==> config.mk <==
export PLATFORM = sky130hd
export DESIGN_NAME = lz_token_bitstream_encoder
export DESIGN_NICKNAME = d
export VERILOG_FILES = /design/src/rtl/core/lzenc_pkg.sv /design/src/rtl/core/lzenc_front.sv /design/src/rtl/core/lzenc_cmd_fifo.sv /design/src/rtl/core/lzenc_back.sv /design/src/rtl/core/lz_token_bitstream_encoder.sv
export VERILOG_INCLUDE_DIRS = /design/src /design/src/rtl/core
export SDC_FILE = /design/constraint.sdc
export NUM_CORES = 1
export LEC_CHECK = 0
export ABC_AREA = 1
export BUFFER_PORTS_ARGS = -buffer_cell sky130_fd_sc_hd__clkbuf_2
export CORE_UTILIZATION = 62
export DETAILED_ROUTE_END_ITERATION = 16
export PLACE_DENSITY = 0.86
export SKIP_LAST_GASP = 1
export SYNTH_ARGS = -nofsm -noshare
export SYNTH_HDL_FRONTEND = slang
export SYNTH_HIERARCHICAL = 1
export SYNTH_SLANG_ARGS = --single-unit
==> constraint.sdc <==
create_clock -name clk_i -period 5.92 [get_ports clk_i]
set_input_delay 0.296 -clock clk_i [delete_from_list [all_inputs] [get_ports clk_i]]
set_output_delay 0.296 -clock clk_i [all_outputs]
set_load 0.01 [all_outputs]
==> src/rtl/core/lz_token_bitstream_encoder_defines.svh <==
// Assertion macros used by the encoder back end.
`ifndef LZ_TOKEN_BITSTREAM_ENCODER_DEFINES_SVH
`define LZ_TOKEN_BITSTREAM_ENCODER_DEFINES_SVH

`ifndef SYNTHESIS
`define LZENC_ASSERT(lbl, prop) \
  lbl: assert property (@(posedge clk_i) disable iff (!rst_ni) prop) \
    else $error("lzenc assertion failed");
`define LZENC_ASSERT_NEXT(lbl, ante, cons) \
  lbl: assert property (@(posedge clk_i) disable iff (!rst_ni) (ante) |=> (cons)) \
    else $error("lzenc assertion failed");
`else
`define LZENC_ASSERT(lbl, prop)
`define LZENC_ASSERT_NEXT(lbl, ante, cons)
`endif

`endif

==> src/rtl/core/lzenc_pkg.sv <==
// Types and constants shared by the encoder modules.
`default_nettype none
package lzenc_pkg;

  typedef enum logic [1:0] {
    REQ_TOKEN = 2'd0,
    REQ_LIT   = 2'd1,
    REQ_END   = 2'd2
  } req_e;

  typedef enum logic [2:0] {
    PH_FLAG  = 3'd0,
    PH_G1    = 3'd1,
    PH_BYTE  = 3'd2,
    PH_G2    = 3'd3,
    PH_FLUSH = 3'd4,
    PH_BAD   = 3'd5
  } phase_e;

  localparam int unsigned NumPhases = 6;

  typedef struct packed {
    logic [3:0]  n;
    logic [15:0] v;
    logic        skip;
  } gamma_t;

  typedef struct packed {
    logic       flag_en;
    logic       flag_val;
    gamma_t     g1;
    logic       byte_en;
    logic [7:0] byte_val;
    logic       g2_en;
    gamma_t     g2;
    logic       flush;
    logic       bad;
  } cmd_t;

  typedef struct packed {
    logic [15:0] addr;
    logic [7:0]  data;
    logic        done;
    logic        bad;
  } res_t;

endpackage
`default_nettype wire

==> src/rtl/core/lzenc_front.sv <==
// Front end: accepts requests, tracks the offset state and builds commands.
`default_nettype none
module lzenc_front #(
  parameter int unsigned LEN_BITS = 16
) (
  input  wire                 clk_i,
  input  wire                 rst_ni,
  input  wire                 cfg_we_i,
  input  wire  [15:0]         cfg_wdata_i,
  input  wire                 s_valid_i,
  output logic                s_ready_o,
  input  wire  [39:0]         s_data_i,
  input  wire  [1:0]          s_user_i,
  input  wire                 fifo_full_i,
  output logic                push_o,
  output lzenc_pkg::cmd_t     cmd_o
);

  logic [15:0] init_off_q, init_off_d;
  logic [15:0] last_off_q, last_off_d;
  logic        first_q, first_d;

  logic [15:0]         off;
  logic [LEN_BITS-1:0] len, len_m1;
  logic [LEN_BITS+15:0] len_x, len_m1_x;
  logic [15:0]         off_m1, off_hi;
  logic                accept;

  function automatic lzenc_pkg::gamma_t make_gamma(input logic [15:0] v, input logic skip);
    lzenc_pkg::gamma_t g;
    logic [3:0]  n;
    logic [15:0] w;
    n = '0;
    for (int i = 1; i < 16; i++) begin
      if (v[i]) n = 4'(i);
    end
    w = v & ~(16'd1 << n);
    // Long codes carry the low byte first.
    if (n >= 4'd8) g.v = (w >> 8) | ((w & 16'h00ff) << (n - 4'd8));
    else g.v = v;
    g.n = n;
    g.skip = skip;
    return g;
  endfunction

  assign off      = s_data_i[15:0];
  assign len      = s_data_i[16 +: LEN_BITS];
  assign len_m1   = len - LEN_BITS'(1);
  assign len_x    = {16'b0, len};
  assign len_m1_x = {16'b0, len_m1};
  assign off_m1   = off - 16'd1;
  assign off_hi   = (off_m1 >> 7) + 16'd1;

  assign s_ready_o = !fifo_full_i;
  assign accept    = s_valid_i && s_ready_o;

  always_comb begin
    cmd_o      = '0;
    push_o     = 1'b0;
    last_off_d = last_off_q;
    first_d    = first_q;
    init_off_d = init_off_q;
    unique case (s_user_i)
      lzenc_pkg::REQ_TOKEN: begin
        push_o = accept;
        if (len == '0) begin
          cmd_o.bad = 1'b1;
        end else if (off == 16'd0) begin
          cmd_o.flag_en = !first_q;
          cmd_o.g1      = make_gamma(len_x[15:0], 1'b0);
          if (accept) first_d = 1'b0;
        end else if (off == last_off_q) begin
          cmd_o.flag_en = 1'b1;
          cmd_o.g1      = make_gamma(len_x[15:0], 1'b0);
        end else begin
          cmd_o.flag_en  = 1'b1;
          cmd_o.flag_val = 1'b1;
          cmd_o.g1       = make_gamma(off_hi, 1'b0);
          cmd_o.byte_en  = 1'b1;
          cmd_o.byte_val = {off_m1[6:0], (len == LEN_BITS'(2))};
          cmd_o.g2_en    = 1'b1;
          cmd_o.g2       = make_gamma(len_m1_x[15:0], 1'b1);
          if (accept) last_off_d = off;
        end
      end
      lzenc_pkg::REQ_LIT: begin
        push_o         = accept;
        cmd_o.byte_en  = 1'b1;
        cmd_o.byte_val = s_data_i[39:32];
      end
      lzenc_pkg::REQ_END: begin
        push_o         = accept;
        cmd_o.flag_en  = 1'b1;
        cmd_o.flag_val = 1'b1;
        cmd_o.g1       = make_gamma(16'd256, 1'b0);
        cmd_o.flush    = 1'b1;
        if (accept) begin
          last_off_d = init_off_q;
          first_d    = 1'b1;
        end
      end
      default: push_o = 1'b0;
    endcase
    if (cfg_we_i) begin
      init_off_d = cfg_wdata_i;
      last_off_d = cfg_wdata_i;
    end
  end

  always_ff @(posedge clk_i or negedge rst_ni) begin
    if (!rst_ni) begin
      init_off_q <= 16'd1;
      last_off_q <= 16'd1;
      first_q    <= 1'b1;
    end else begin
      init_off_q <= init_off_d;
      last_off_q <= last_off_d;
      first_q    <= first_d;
    end
  end

endmodule
`default_nettype wire

==> src/rtl/core/lzenc_cmd_fifo.sv <==
// Two-entry command queue between the front and back ends.
`default_nettype none
module lzenc_cmd_fifo (
  input  wire              clk_i,
  input  wire              rst_ni,
  input  wire              push_i,
  input  lzenc_pkg::cmd_t  cmd_i,
  output logic             full_o,
  input  wire              pop_i,
  output logic             valid_o,
  output lzenc_pkg::cmd_t  cmd_o
);

  lzenc_pkg::cmd_t mem_q [2];
  logic            wr_q, rd_q;
  logic [1:0]      cnt_q;

  assign full_o  = cnt_q == 2'd2;
  assign valid_o = cnt_q != 2'd0;
  assign cmd_o   = mem_q[rd_q];

  always_ff @(posedge clk_i) begin
    if (push_i) mem_q[wr_q] <= cmd_i;
  end

  always_ff @(posedge clk_i or negedge rst_ni) begin
    if (!rst_ni) begin
      wr_q  <= 1'b0;
      rd_q  <= 1'b0;
      cnt_q <= 2'd0;
    end else begin
      if (push_i) wr_q <= !wr_q;
      if (pop_i) rd_q <= !rd_q;
      cnt_q <= cnt_q + 2'(push_i) - 2'(pop_i);
    end
  end

endmodule
`default_nettype wire

==> src/rtl/core/lzenc_back.sv <==
// Back end: bit packer, write sequencer and output staging.
`default_nettype none
`include "lz_token_bitstream_encoder_defines.svh"
module lzenc_back #(
  parameter int unsigned ADDR_BITS = 16
) (
  input  wire              clk_i,
  input  wire              rst_ni,
  input  wire              head_valid_i,
  input  lzenc_pkg::cmd_t  head_i,
  output logic             pop_o,
  output logic             m_valid_o,
  input  wire              m_ready_i,
  output logic [23:0]      m_data_o,
  output logic             m_last_o,
  output logic [1:0]       m_user_o
);

  lzenc_pkg::phase_e phase_q, phase_d, cur_phase;
  logic [4:0]        k_q, k_d, cur_k;
  logic              started_q, started_d;

  logic [ADDR_BITS-1:0] wp_q, wp_d, bb_addr_q, bb_addr_d, baddr;
  logic [7:0]           bb_val_q, bb_val_d, base;
  logic [3:0]           left_q, left_d, left;
  logic                 open;

  lzenc_pkg::res_t p_q, o_q, res;
  logic            p_valid_q, p_final_q, o_valid_q, o_last_q;

  logic [5:0]        en;
  logic [3:0]        first_nf, next_nf;
  lzenc_pkg::gamma_t g;
  logic              gbit, phase_end, done_now, gen, op_fire, o_free, p_move;
  logic [3:0]        gidx;
  logic [ADDR_BITS+15:0] addr_x;

  function automatic logic [3:0] first_from(input logic [5:0] e, input logic [2:0] from);
    logic       found;
    logic [2:0] ph;
    found = 1'b0;
    ph    = '0;
    for (int p = 0; p < lzenc_pkg::NumPhases; p++) begin
      if (!found && 3'(p) >= from && e[p]) begin
        found = 1'b1;
        ph    = 3'(p);
      end
    end
    return {found, ph};
  endfunction

  function automatic logic [4:0] kstart(input logic [2:0] ph, input logic skip);
    return (ph == lzenc_pkg::PH_G2 && skip) ? 5'd1 : 5'd0;
  endfunction

  // A skipped gamma of zero has no bits at all.
  always_comb begin
    en = '0;
    en[lzenc_pkg::PH_FLAG]  = head_i.flag_en;
    en[lzenc_pkg::PH_G1]    = head_i.flag_en || !head_i.byte_en;
    en[lzenc_pkg::PH_BYTE]  = head_i.byte_en;
    en[lzenc_pkg::PH_G2]    = head_i.g2_en && !(head_i.g2.skip && head_i.g2.n == 4'd0);
    en[lzenc_pkg::PH_FLUSH] = head_i.flush;
    en[lzenc_pkg::PH_BAD]   = head_i.bad;
    if (head_i.bad) en[lzenc_pkg::PH_G1] = 1'b0;
  end

  assign first_nf  = first_from(en, lzenc_pkg::PH_FLAG);
  assign cur_phase = started_q ? phase_q : lzenc_pkg::phase_e'(first_nf[2:0]);
  assign cur_k     = started_q ? k_q : kstart(first_nf[2:0], head_i.g2.skip);
  assign next_nf   = first_from(en, cur_phase + 3'd1);
  assign g         = (cur_phase == lzenc_pkg::PH_G2) ? head_i.g2 : head_i.g1;
  assign gidx      = g.n - 4'd1 - cur_k[4:1];

  // Gamma bit order: a zero before each data bit, a one at the end; a skipped gamma drops its first zero.
  always_comb begin
    if (cur_k == {g.n, 1'b0}) gbit = 1'b1;
    else if (cur_k[0]) gbit = g.v[gidx];
    else gbit = 1'b0;
  end

  assign open  = left_q == 4'd0;
  assign left  = open ? 4'd8 : left_q;
  assign base  = open ? 8'd0 : bb_val_q;
  assign baddr = open ? wp_q : bb_addr_q;

  always_comb begin
    gen       = 1'b0;
    res       = '0;
    phase_end = 1'b1;
    wp_d      = wp_q;
    bb_addr_d = bb_addr_q;
    bb_val_d  = bb_val_q;
    left_d    = left_q;
    addr_x    = '0;
    unique case (cur_phase)
      lzenc_pkg::PH_FLAG, lzenc_pkg::PH_G1, lzenc_pkg::PH_G2: begin
        if (cur_phase != lzenc_pkg::PH_FLAG) phase_end = cur_k == {g.n, 1'b0};
        left_d    = left - 4'd1;
        bb_val_d  = base | (8'((cur_phase == lzenc_pkg::PH_FLAG) ? head_i.flag_val : gbit)
                            << left_d[2:0]);
        bb_addr_d = baddr;
        wp_d      = open ? wp_q + ADDR_BITS'(1) : wp_q;
        gen       = left == 4'd1;
        addr_x    = {16'b0, baddr};
        res.data  = bb_val_d;
      end
      lzenc_pkg::PH_BYTE: begin
        gen      = 1'b1;
        addr_x   = {16'b0, wp_q};
        res.data = head_i.byte_val;
        wp_d     = wp_q + ADDR_BITS'(1);
      end
      lzenc_pkg::PH_FLUSH: begin
        gen       = left_q != 4'd0;
        addr_x    = {16'b0, bb_addr_q};
        res.data  = bb_val_q;
        wp_d      = '0;
        bb_addr_d = '0;
        bb_val_d  = '0;
        left_d    = '0;
      end
      lzenc_pkg::PH_BAD: begin
        gen     = 1'b1;
        addr_x  = {16'b0, wp_q};
        res.bad = 1'b1;
      end
      default: gen = 1'b0;
    endcase
    res.addr = addr_x[15:0];
    res.done = head_i.flush;
  end

  assign done_now = phase_end && !next_nf[3];
  assign o_free   = !o_valid_q || m_ready_i;
  assign op_fire  = head_valid_i && (o_free || !(p_valid_q && (p_final_q || gen || done_now)));
  assign p_move   = p_valid_q && o_free && (p_final_q || (head_valid_i && (gen || done_now)));
  assign pop_o    = op_fire && done_now;

  // Sequencer next state.
  always_comb begin
    phase_d   = phase_q;
    k_d       = k_q;
    started_d = started_q;
    if (op_fire) begin
      if (!phase_end) begin
        phase_d   = cur_phase;
        k_d       = cur_k + 5'd1;
        started_d = 1'b1;
      end else if (done_now) begin
        started_d = 1'b0;
      end else begin
        phase_d   = lzenc_pkg::phase_e'(next_nf[2:0]);
        k_d       = kstart(next_nf[2:0], head_i.g2.skip);
        started_d = 1'b1;
      end
    end
  end

  always_ff @(posedge clk_i or negedge rst_ni) begin
    if (!rst_ni) begin
      phase_q   <= lzenc_pkg::PH_FLAG;
      k_q       <= '0;
      started_q <= 1'b0;
      wp_q      <= '0;
      bb_addr_q <= '0;
      bb_val_q  <= '0;
      left_q    <= '0;
      p_valid_q <= 1'b0;
      p_final_q <= 1'b0;
      o_valid_q <= 1'b0;
    end else begin
      phase_q   <= phase_d;
      k_q       <= k_d;
      started_q <= started_d;
      if (op_fire) begin
        wp_q      <= wp_d;
        bb_addr_q <= bb_addr_d;
        bb_val_q  <= bb_val_d;
        left_q    <= left_d;
      end
      if (op_fire && gen) begin
        p_valid_q <= 1'b1;
        p_final_q <= done_now;
      end else if (p_move) begin
        p_valid_q <= 1'b0;
        p_final_q <= 1'b0;
      end
      if (p_move) o_valid_q <= 1'b1;
      else if (m_ready_i) o_valid_q <= 1'b0;
    end
  end

  // The held result learns whether it is the last one of its request.
  always_ff @(posedge clk_i) begin
    if (op_fire && gen) p_q <= res;
    if (p_move) begin
      o_q      <= p_q;
      o_last_q <= p_final_q || (done_now && !gen);
    end
  end

  assign m_valid_o = o_valid_q;
  assign m_data_o  = {o_q.data, o_q.addr};
  assign m_last_o  = o_last_q;
  assign m_user_o  = {o_q.bad, o_q.done && o_last_q};

  `LZENC_ASSERT(a_left_range, left_q <= 4'd8)
  `LZENC_ASSERT(a_final_valid, p_final_q |-> p_valid_q)
  `LZENC_ASSERT(a_pop_head, pop_o |-> head_valid_i)
  `LZENC_ASSERT(a_bad_last, (m_valid_o && m_user_o[1]) |-> m_last_o)
  `LZENC_ASSERT_NEXT(a_move_out, p_move, m_valid_o)

endmodule
`default_nettype wire

==> src/rtl/core/lz_token_bitstream_encoder.sv <==
// An accepted request passes the command queue and the pending and output result registers.
// Throughput: the back end packs one flag or gamma bit, or one byte, per cycle while the
// output is not stalled; the end request also flushes a partly filled bit byte.
// Reset: asynchronous and active low; the initial offset returns to 1 and the queue empties.
`default_nettype none
module lz_token_bitstream_encoder #(
  parameter int unsigned ADDR_BITS = 16,
  parameter int unsigned LEN_BITS  = 16
) (
  input  wire         clk_i,
  input  wire         rst_ni,
  input  wire         cfg_we_i,
  input  wire  [15:0] cfg_wdata_i,
  input  wire         s_axis_tvalid_i,
  output logic        s_axis_tready_o,
  input  wire  [39:0] s_axis_tdata_i,   // tok_offset, tok_length, lit_byte
  input  wire  [1:0]  s_axis_tuser_i,   // req_type
  output logic        m_axis_tvalid_o,
  input  wire         m_axis_tready_i,
  output logic [23:0] m_axis_tdata_o,   // out_index, out_byte
  output logic        m_axis_tlast_o,
  output logic [1:0]  m_axis_tuser_o    // stream_done, bad_token
);

  logic            push, full, pop, head_valid;
  lzenc_pkg::cmd_t push_cmd, head_cmd;

  lzenc_front #(.LEN_BITS(LEN_BITS)) u_front (
    .clk_i       (clk_i),
    .rst_ni      (rst_ni),
    .cfg_we_i    (cfg_we_i),
    .cfg_wdata_i (cfg_wdata_i),
    .s_valid_i   (s_axis_tvalid_i),
    .s_ready_o   (s_axis_tready_o),
    .s_data_i    (s_axis_tdata_i),
    .s_user_i    (s_axis_tuser_i),
    .fifo_full_i (full),
    .push_o      (push),
    .cmd_o       (push_cmd)
  );

  lzenc_cmd_fifo u_fifo (
    .clk_i   (clk_i),
    .rst_ni  (rst_ni),
    .push_i  (push),
    .cmd_i   (push_cmd),
    .full_o  (full),
    .pop_i   (pop),
    .valid_o (head_valid),
    .cmd_o   (head_cmd)
  );

  lzenc_back #(.ADDR_BITS(ADDR_BITS)) u_back (
    .clk_i        (clk_i),
    .rst_ni       (rst_ni),
    .head_valid_i (head_valid),
    .head_i       (head_cmd),
    .pop_o        (pop),
    .m_valid_o    (m_axis_tvalid_o),
    .m_ready_i    (m_axis_tready_i),
    .m_data_o     (m_axis_tdata_o),
    .m_last_o     (m_axis_tlast_o),
    .m_user_o     (m_axis_tuser_o)
  );

endmodule
`default_nettype wire

# After elaboration in Yosys (flattened, before gate mapping)
# Memory sizes are Yosys's and may differ from the RTL's.
# Index checks and enable logic that the tools add are counted.
dict set report totals {
  regBits 146
  latch_bits 0
  ram_bits 112
  mem_bits_ro 0
  input_bits 63
  output_inout_bits 29
  wordCells 331
  mem_count 1
}
# name words width read_ports rd_clocked_by_memory_dff write_ports line
set memory_table {}
lappend memory_table {u_fifo.mem_q 2 56 1 0 1 lzenc_cmd_fifo.sv:14} ;# lzenc_pkg::cmd_t mem_q [2];
dict set report op_classes {
  addsub 15
  multipliers 0
  div 0
  magnitude_cmp 11
  eq_ne 25
  n_shift 9
  mux 150
  n_bitwise 13
  reduce_logical 82
}
# op n
set op_table {}
lappend op_table {{$mux 16} 12}
lappend op_table {{$mux 4} 40}
lappend op_table {{$pmux 16 s3} 2}
lappend op_table {{$and 16x16->16} 4}
lappend op_table {{$not 16->16} 4}
lappend op_table {{$or 8x16->16} 4}
lappend op_table {{$pmux 16 s2} 2}
lappend op_table {{$shl 1x4->16 const A} 4}
lappend op_table {{$shl 8x4->16} 4}
lappend op_table {{$mux 21} 3}
lappend op_table {{$mux 3} 21}
lappend op_table {{$mux 31} 2}
lappend op_table {{$mux 54} 1}
lappend op_table {{$mux 1} 46}
lappend op_table {{$pmux 23 s2} 1}
lappend op_table {{$logic_not 16->1} 2}
lappend op_table {{$sub 16x1->16 const B} 2}
lappend op_table {{$logic_and 1x1->1} 31}
lappend op_table {{$pmux 8 s3} 1}
lappend op_table {{$mux 22} 1}
lappend op_table {{$logic_not 1->1} 20}
lappend op_table {{$pmux 9 s2} 1}
lappend op_table {{$add 16x1->16 const B} 1}
lappend op_table {{$eq 16x16->1} 1}
lappend op_table {{other kinds (48)} 95}

# Logic depth before layout (Yosys ltp)
# Gate-level depths: netlist of the first run.
# An unclocked memory read counts as a cell.
dict set report depth {
  ltp_word 52
  ltp_mapped 39
  mapped_depth_nobuf 34
}

# Cells and area by module
# Netlist of the first run, hierarchy kept.
# module n_inst cells_per_inst area_per_inst_um2 seq_area_each_um2
set modules_own_cells {}
lappend modules_own_cells {lzenc_back 1 777 6397.4 2992.9}
lappend modules_own_cells {lzenc_front 1 804 4765.8 829.5}
lappend modules_own_cells {lzenc_cmd_fifo 1 317 4359.2 3463.3}

# Worst setup path before layout of the first run
# OpenSTA, ideal clock, no wires.
dict set report synth_path {
  path_kind {reg-to-reg}
  from {register u_fifo.rd_q}
  to {register u_back.o_q, in the netlist u_back/m_data_o[0], enable pin}
  setup_ns 0.382
  t_arrival_ns 4.413
  required_time_ns 5.538
  path_slack_ns 1.125
  stages_incl_launch_ff 32
  path_buffers 5
  period_less_slack_ns 4.795
  path_cell_list {dfrtp_1 > buf_6 > buf_4 > nand2_1 > o21ai_0 > nor2_1 > nand3_1 > nand2_2 > inv_1 > nand2_1 > o21ai_0 > o21ai_0 > inv_1 > ha_1 > ha_1 > inv_2 > buf_4 > buf_4 > nand2_1 > nand2_1 > ha_1 > buf_2 > nand3_1 > nor2_1 > nand3_1 > nand2_1 > inv_2 > a21oi_1 > nand3_2 > a21boi_0 > nand3_1 > inv_1}
}
# element line
set synth_rtl {}
lappend synth_rtl {{from (decl)} lzenc_cmd_fifo.sv:15} ;# logic wr_q, rd_q;
lappend synth_rtl {{from (signal assigned)} lzenc_cmd_fifo.sv:33} ;# if (pop_i) rd_q <= !rd_q;
lappend synth_rtl {{to (signal assigned)} lzenc_back.sv:198} ;# o_q <= p_q;
lappend synth_rtl {{to (decl)} lzenc_back.sv:28} ;# lzenc_pkg::res_t p_q, o_q, res;

==> impl_metrics.ini, run 1 <==
[layout]
mostFrequentLayoutCells = nand2_1, inv_1, o21ai_0
layout-drive-gt1-share = 0.142
syn_to_final_growth_pct = 9.03
fill_cells = 1919
layout_commonest_cell = nand2_1
final_nets = 2029
diodes = 0

[detailed_routing]
drc_errors = 0
drtIter0Drc = 1676
ant_nets = 0
routedWlPerCell_um = 16.1
drt_pass1_iterations = 7
vias = 13200
routed_wl_um = 36700
detail_route.vias_per_cell = 5.76

[status]
status = completed

[cts]
cts_sinks = 256
cts-root-buf = clkbuf_16
htree_levels = 1
cts_buffers = 26
insertion_delay_ns = 0.56
cts_tree = built
clk_pin_slew_ns = 0.06
cts_buffer_depth = 3

[power]
pwr-share-comb = 0.421
cellLeakagePower_uw = 0.00742
pwr-share-seq = 0.365
ir_drop_mv = 0.416
intPower_uw = 4410
power_density_nw_per_um2 = 450
swShare = 0.418
p_clk_frac = 0.214
p_switching_uw = 3170

[synth]
syn_avg_cell_area_um2 = 8.16
netlist_instances = 1892
syn_area_um2 = 15400
yosys_warnings = 6

[floorplan]
core_area_um2 = 24400
dieArea_um2 = 25500
std_cell_rows = 57
boundaryPins = 92
die_h_um = 160
die_w_um = 160
start_util = 0.633

[sta]
skew_ns = 0.0402
setup_viol = 0
fmax_ghz = 0.178
drv_slew = 0
rsz0062_at_grt = false
finalCriticalPeriod_ns = 5.62
finalSetupTns_ns = 0
hold_violations = 0
max-slew-margin-rel = 0.221
finalWorstSetupSlack_ns = 0.295
min_period_over_period = 0.950
tightest_slew_ns = 1.17

[place]
post-place-ws_ns = 0.345
detailed_place_hpwl_um = 25300
gp_congestion = 0.950
io_buffers = 91

[setup_path]
critPathMaxStageDelay_ns = 0.63
worstPathArrival_ns = 6.07
end_kind = flop
crit_top_cell = nand2_1
critical_path_class = reg -> reg
crit_path_top_delay_cell = dfrtp_4
worstPathMaxFanout = 43
required_ns = 6.37
start_kind = flop

[global_route]
grt_pass1_wl_um = 60400
grtUsageTotal = 0.289
grt_pass1_vias = 12600
grt-ovfl-total = 0
grt_max_degree = 57
antenna_found_initial = 0

[job]
drv_cap = 0

[min_path]
hold_class = in -> reg
-- final cells by class --
type,count,area (um2),area share
clock buffers,39,729,0.0433
flip-flops and latches,256,7230,0.429
inverters,250,942,0.0560
multi-input cells,1288,6660,0.396
repair buffers,122,741,0.0440
well taps,324,405,0.0241
clock inverters,9,125,0.00743
-- metal layers --
layer	wire length [um]	vias to the layer above	global-route usage	part of all wire
li1	-	6332	-	-
met1	15200	6170	0.384	0.41
met2	18000	603	0.493	0.49
met3	2680	85	0.0340	0.073
met4	805	0	0.0948	0.022
met5	0	-	0	0
-- critical path: cells and delay by family, from the launching register on --
kind                     cells  cell delay [ns]
flip-flops                   1             0.63
AO/OA/AOI/OAI                6             1.67
buffers and inverters        6             0.75
adder cells (fa/ha/maj)      4             1.27
AND/OR/NAND/NOR             13             1.17
-- worst paths after layout --
check,end,slack (ns),from,depth (start not counted)
max,u_back/bb_val_q[1],0.30,u_fifo/rd_q,29
max reg2reg,u_back/bb_val_q[1],0.30,u_fifo/rd_q,29
min reg2reg,u_back/m_data_o[9],0.42,u_back/p_q[19],0
max in group asynchronous,u_fifo/rd_q,4.50,rst_ni,3
min in group asynchronous,u_back/wp_q[9],0.29,rst_ni,2
min,u_front/init_off_q[3],0.03,cfg_wdata_i[3],3
-- per-stage QoR --
| step | instance area [um2] | total power [uW] | utilization | hold slack, ns | cells |
|---|---|---|---|---|---|
| floorplan | 15400 | 5310 | - | 0.000409 | 1893 |
| global placement | 15800 | 5780 | 0.649 | 0.343 | 2225 |
| detailed placement | 15800 | 5910 | 0.649 | 0.341 | 2225 |
| CTS | 16800 | 7560 | 0.690 | 0.00868 | 2288 |
| global route | 16800 | 8080 | 0.690 | 0.0304 | 2288 |
| finish | 16800 | 7580 | 0.690 | 0.0312 | 2288 |
-- power by group through the flow --
| stage | Sequential [uW] | Combinational [uW] | Clock (uW) |
|---|---|---|---|
| after global placement | 2770 | 3010 | 0 |
| final | 2770 | 3190 | 1620 |
| after CTS | 2760 | 3150 | 1650 |
| after global routing | 2810 | 3550 | 1720 |
| after floorplan | 2700 | 2600 | 0 |
| after detailed placement | 2790 | 3120 | 0 |
-- repair_timing --
action,in CTS,in global routing
setup endpoints to repair,0,71
buffers inserted,0,0
hold buffers,15,0
endpoints found under the hold margin,64,0
resized for setup,0,2
-- flip-flops by register name, indices dropped and copies added, names as in the netlist, 3 cells and up --
name                cells
u_back/k_q              5
u_front/init_off_q     16
u_back/left_q           4
u_back/p_q             26
u_front/last_off_q     16
u_fifo/mem_q          110
u_back/wp_q            16
u_back/phase_q          3
u_back/bb_addr_q       16
u_back/bb_val_q         8
u_back/m_data_o        24
(Power assumes the default switching activity.)
==> run 2, diff against run 1 <==
ABC_AREA = default   (was 1)
==> impl_metrics.ini, run 2 <==
[status]
status = completed

[detailed_routing]
drc_errors = 0
routedWlPerCell_um = 20.8
drtIter0Drc = 1233
vias = 11400
detail_route.vias_per_cell = 6.56
drt_pass1_iterations = 6
ant_nets = 0
routed_wl_um = 36100

[sta]
max-slew-margin-rel = 0.196
hold_violations = 0
setup_viol = 0
drv_slew = 0
rsz0062_at_grt = false
fmax_ghz = 0.178
skew_ns = 0.0276
finalWorstSetupSlack_ns = 0.307
min_period_over_period = 0.948
tightest_slew_ns = 1.20
worst_hold_slack_ns = 0.00982
finalSetupTns_ns = 0
finalCriticalPeriod_ns = 5.61

[layout]
syn_to_final_growth_pct = 8.11
final_nets = 1480
design_area_um2 = 16300
diodes = 0
stdcell_count = 1735
fill_cells = 1757
layout_commonest_cell = edfxtp_1
layout-drive-gt1-share = 0.208
mostFrequentLayoutCells = edfxtp_1, clkbuf_2, nand2_1
regMostFlops = u_fifo/mem_q
largest_reg_flops = 110

[setup_path]
critical_path_class = reg -> reg
crit_chain = buf_4 > mux2_4 > nand2b_1 > o2111a_1 > a221oi_2 > inv_1 > ha_1 > ha_1 > buf_4 > mux2_2 > inv_1 > fa_1 > xor2_1 > mux2_2 > o21ai_0 > o211ai_1 > a31o_2 > a31o_2
cpLargestDelayFamily = compound AO/OA/AOI/OAI gates
start_kind = flop
required_ns = 6.21
critPathMaxStageDelay_ns = 0.53
crit_path_top_delay_cell = xor2_1
crit_buf_inv = 4
end_kind = flop
worstPathArrival_ns = 5.90
worstPathMaxFanout = 16

[power]
intPower_uw = 4830
p_switching_uw = 3020
swShare = 0.384
pwr-share-comb = 0.437
cellLeakagePower_uw = 0.00631
p_clk_frac = 0.207
pwr-share-seq = 0.356
power_density_nw_per_um2 = 480
ir_drop_mv = 0.325

[cts]
cts_buffers = 27
clk_pin_slew_ns = 0.07
cts_buffer_depth = 3
insertion_delay_ns = 0.54
cts_tree = built
cts_resized = 0
cts-root-buf = clkbuf_16
htree_levels = 1
cts_sinks = 256

[place]
placed_cell_area_um2 = 15400
dp.cells = 1677
gp_congestion = 0.953
detailed_place_hpwl_um = 24800
post-place-ws_ns = 0.425
io_buffers = 91

[floorplan]
std_cell_rows = 56
start_util = 0.639
dieArea_um2 = 25000
die_w_um = 158
die_h_um = 158
boundaryPins = 92
core_area_um2 = 23700

[global_route]
grt_max_degree = 79
grt_pass1_wl_um = 57700
grt_use_met1 = 0.394
grt.busiest_layer = met2
grt_pass1_vias = 10900
grtUsageMet2 = 0.511
antenna_found_initial = 0
grt-ovfl-total = 0
grt_use_met3 = 0.0320
grtUsageTotal = 0.295

[synth]
yosys_warnings = 6
netlist_instances = 1376
syn_area_um2 = 15100
syn_avg_cell_area_um2 = 11.0

[job]
drv_cap = 0

[min_path]
hold_class = in -> reg
run 2: cell count changes in the layout (fill, tap and decap cells not counted), sizes merged, moves of 34 or more:
cell / change
nand2: -468
a22o: +44
inv: -195
o21ai: -133
o31ai: +36
mux2: +80
mux2i: +34
nand3: -147
run 2: tightest hold or removal path, delay by kind of cell:
family          cells  cell delay [ns]
compound gates      1             0.06
buf+inv             1             0.08
simple gates        1             0.05
run 2: final cells by class:
class / count / area (um2) / area share
sequential: 256 / 7230 / 0.442
multi-input combinational: 940 / 7000 / 0.428
clock buffer: 36 / 719 / 0.0440
timing repair buffer: 117 / 673 / 0.0412
tap: 319 / 399 / 0.0244
inverter: 53 / 199 / 0.0122
clock inverter: 14 / 133 / 0.00811
run 2: path summary, 6_finish.rpt:
| check | slack, ns | depth (start not counted) | startpoint | end |
|---|---|---|---|---|
| setup / recovery | 0.31 | 18 | u_fifo/rd_q | u_back/p_q[4] |
| hold / removal | 0.01 | 3 | cfg_wdata_i[11] | u_front/init_off_q[11] |
| setup reg to reg | 0.31 | 18 | u_fifo/rd_q | u_back/p_q[4] |
| hold reg to reg | 0.41 | 0 | u_back/p_q[21] | u_back/m_data_o[11] |
| max in group asynchronous | 4.47 | 3 | rst_ni | u_fifo/rd_q |
| min in group asynchronous | 0.16 | 2 | rst_ni | u_front/init_off_q[13] |
run 2: per-layer routing:
| layer | up-vias | routed length (um) |
|---|---|---|
| met1 | 5570 | 15100 |
| met4 | 0 | 824 |
| li1 | 5190 | - |
| met2 | 564 | 17800 |
| met5 | - | 0 |
| met3 | 62 | 2370 |
run 2: power by group through the flow:
stage               clock (uW)  sequential [uW]  combinational (uW)
floorplan                    0             2730                2700
global route              1710             2840                3700
CTS                       1640             2800                3380
finish                    1630             2790                3430
detailed placement           0             2820                3320
global placement             0             2770                3220
run 2: repair_timing:
action                                  CTS  global route
hold endpoints to repair                 27             0
endpoints found under the setup margin    0             0
hold buffers                              8             0
setup buffers                             0             0
run 2: stage by stage:
stage | power (uW) | util
global route | 8250 | 0.690
finish | 7850 | 0.690
global placement | 5990 | 0.651
floorplan | 5430 | -
CTS | 7820 | 0.690
detailed placement | 6140 | 0.651
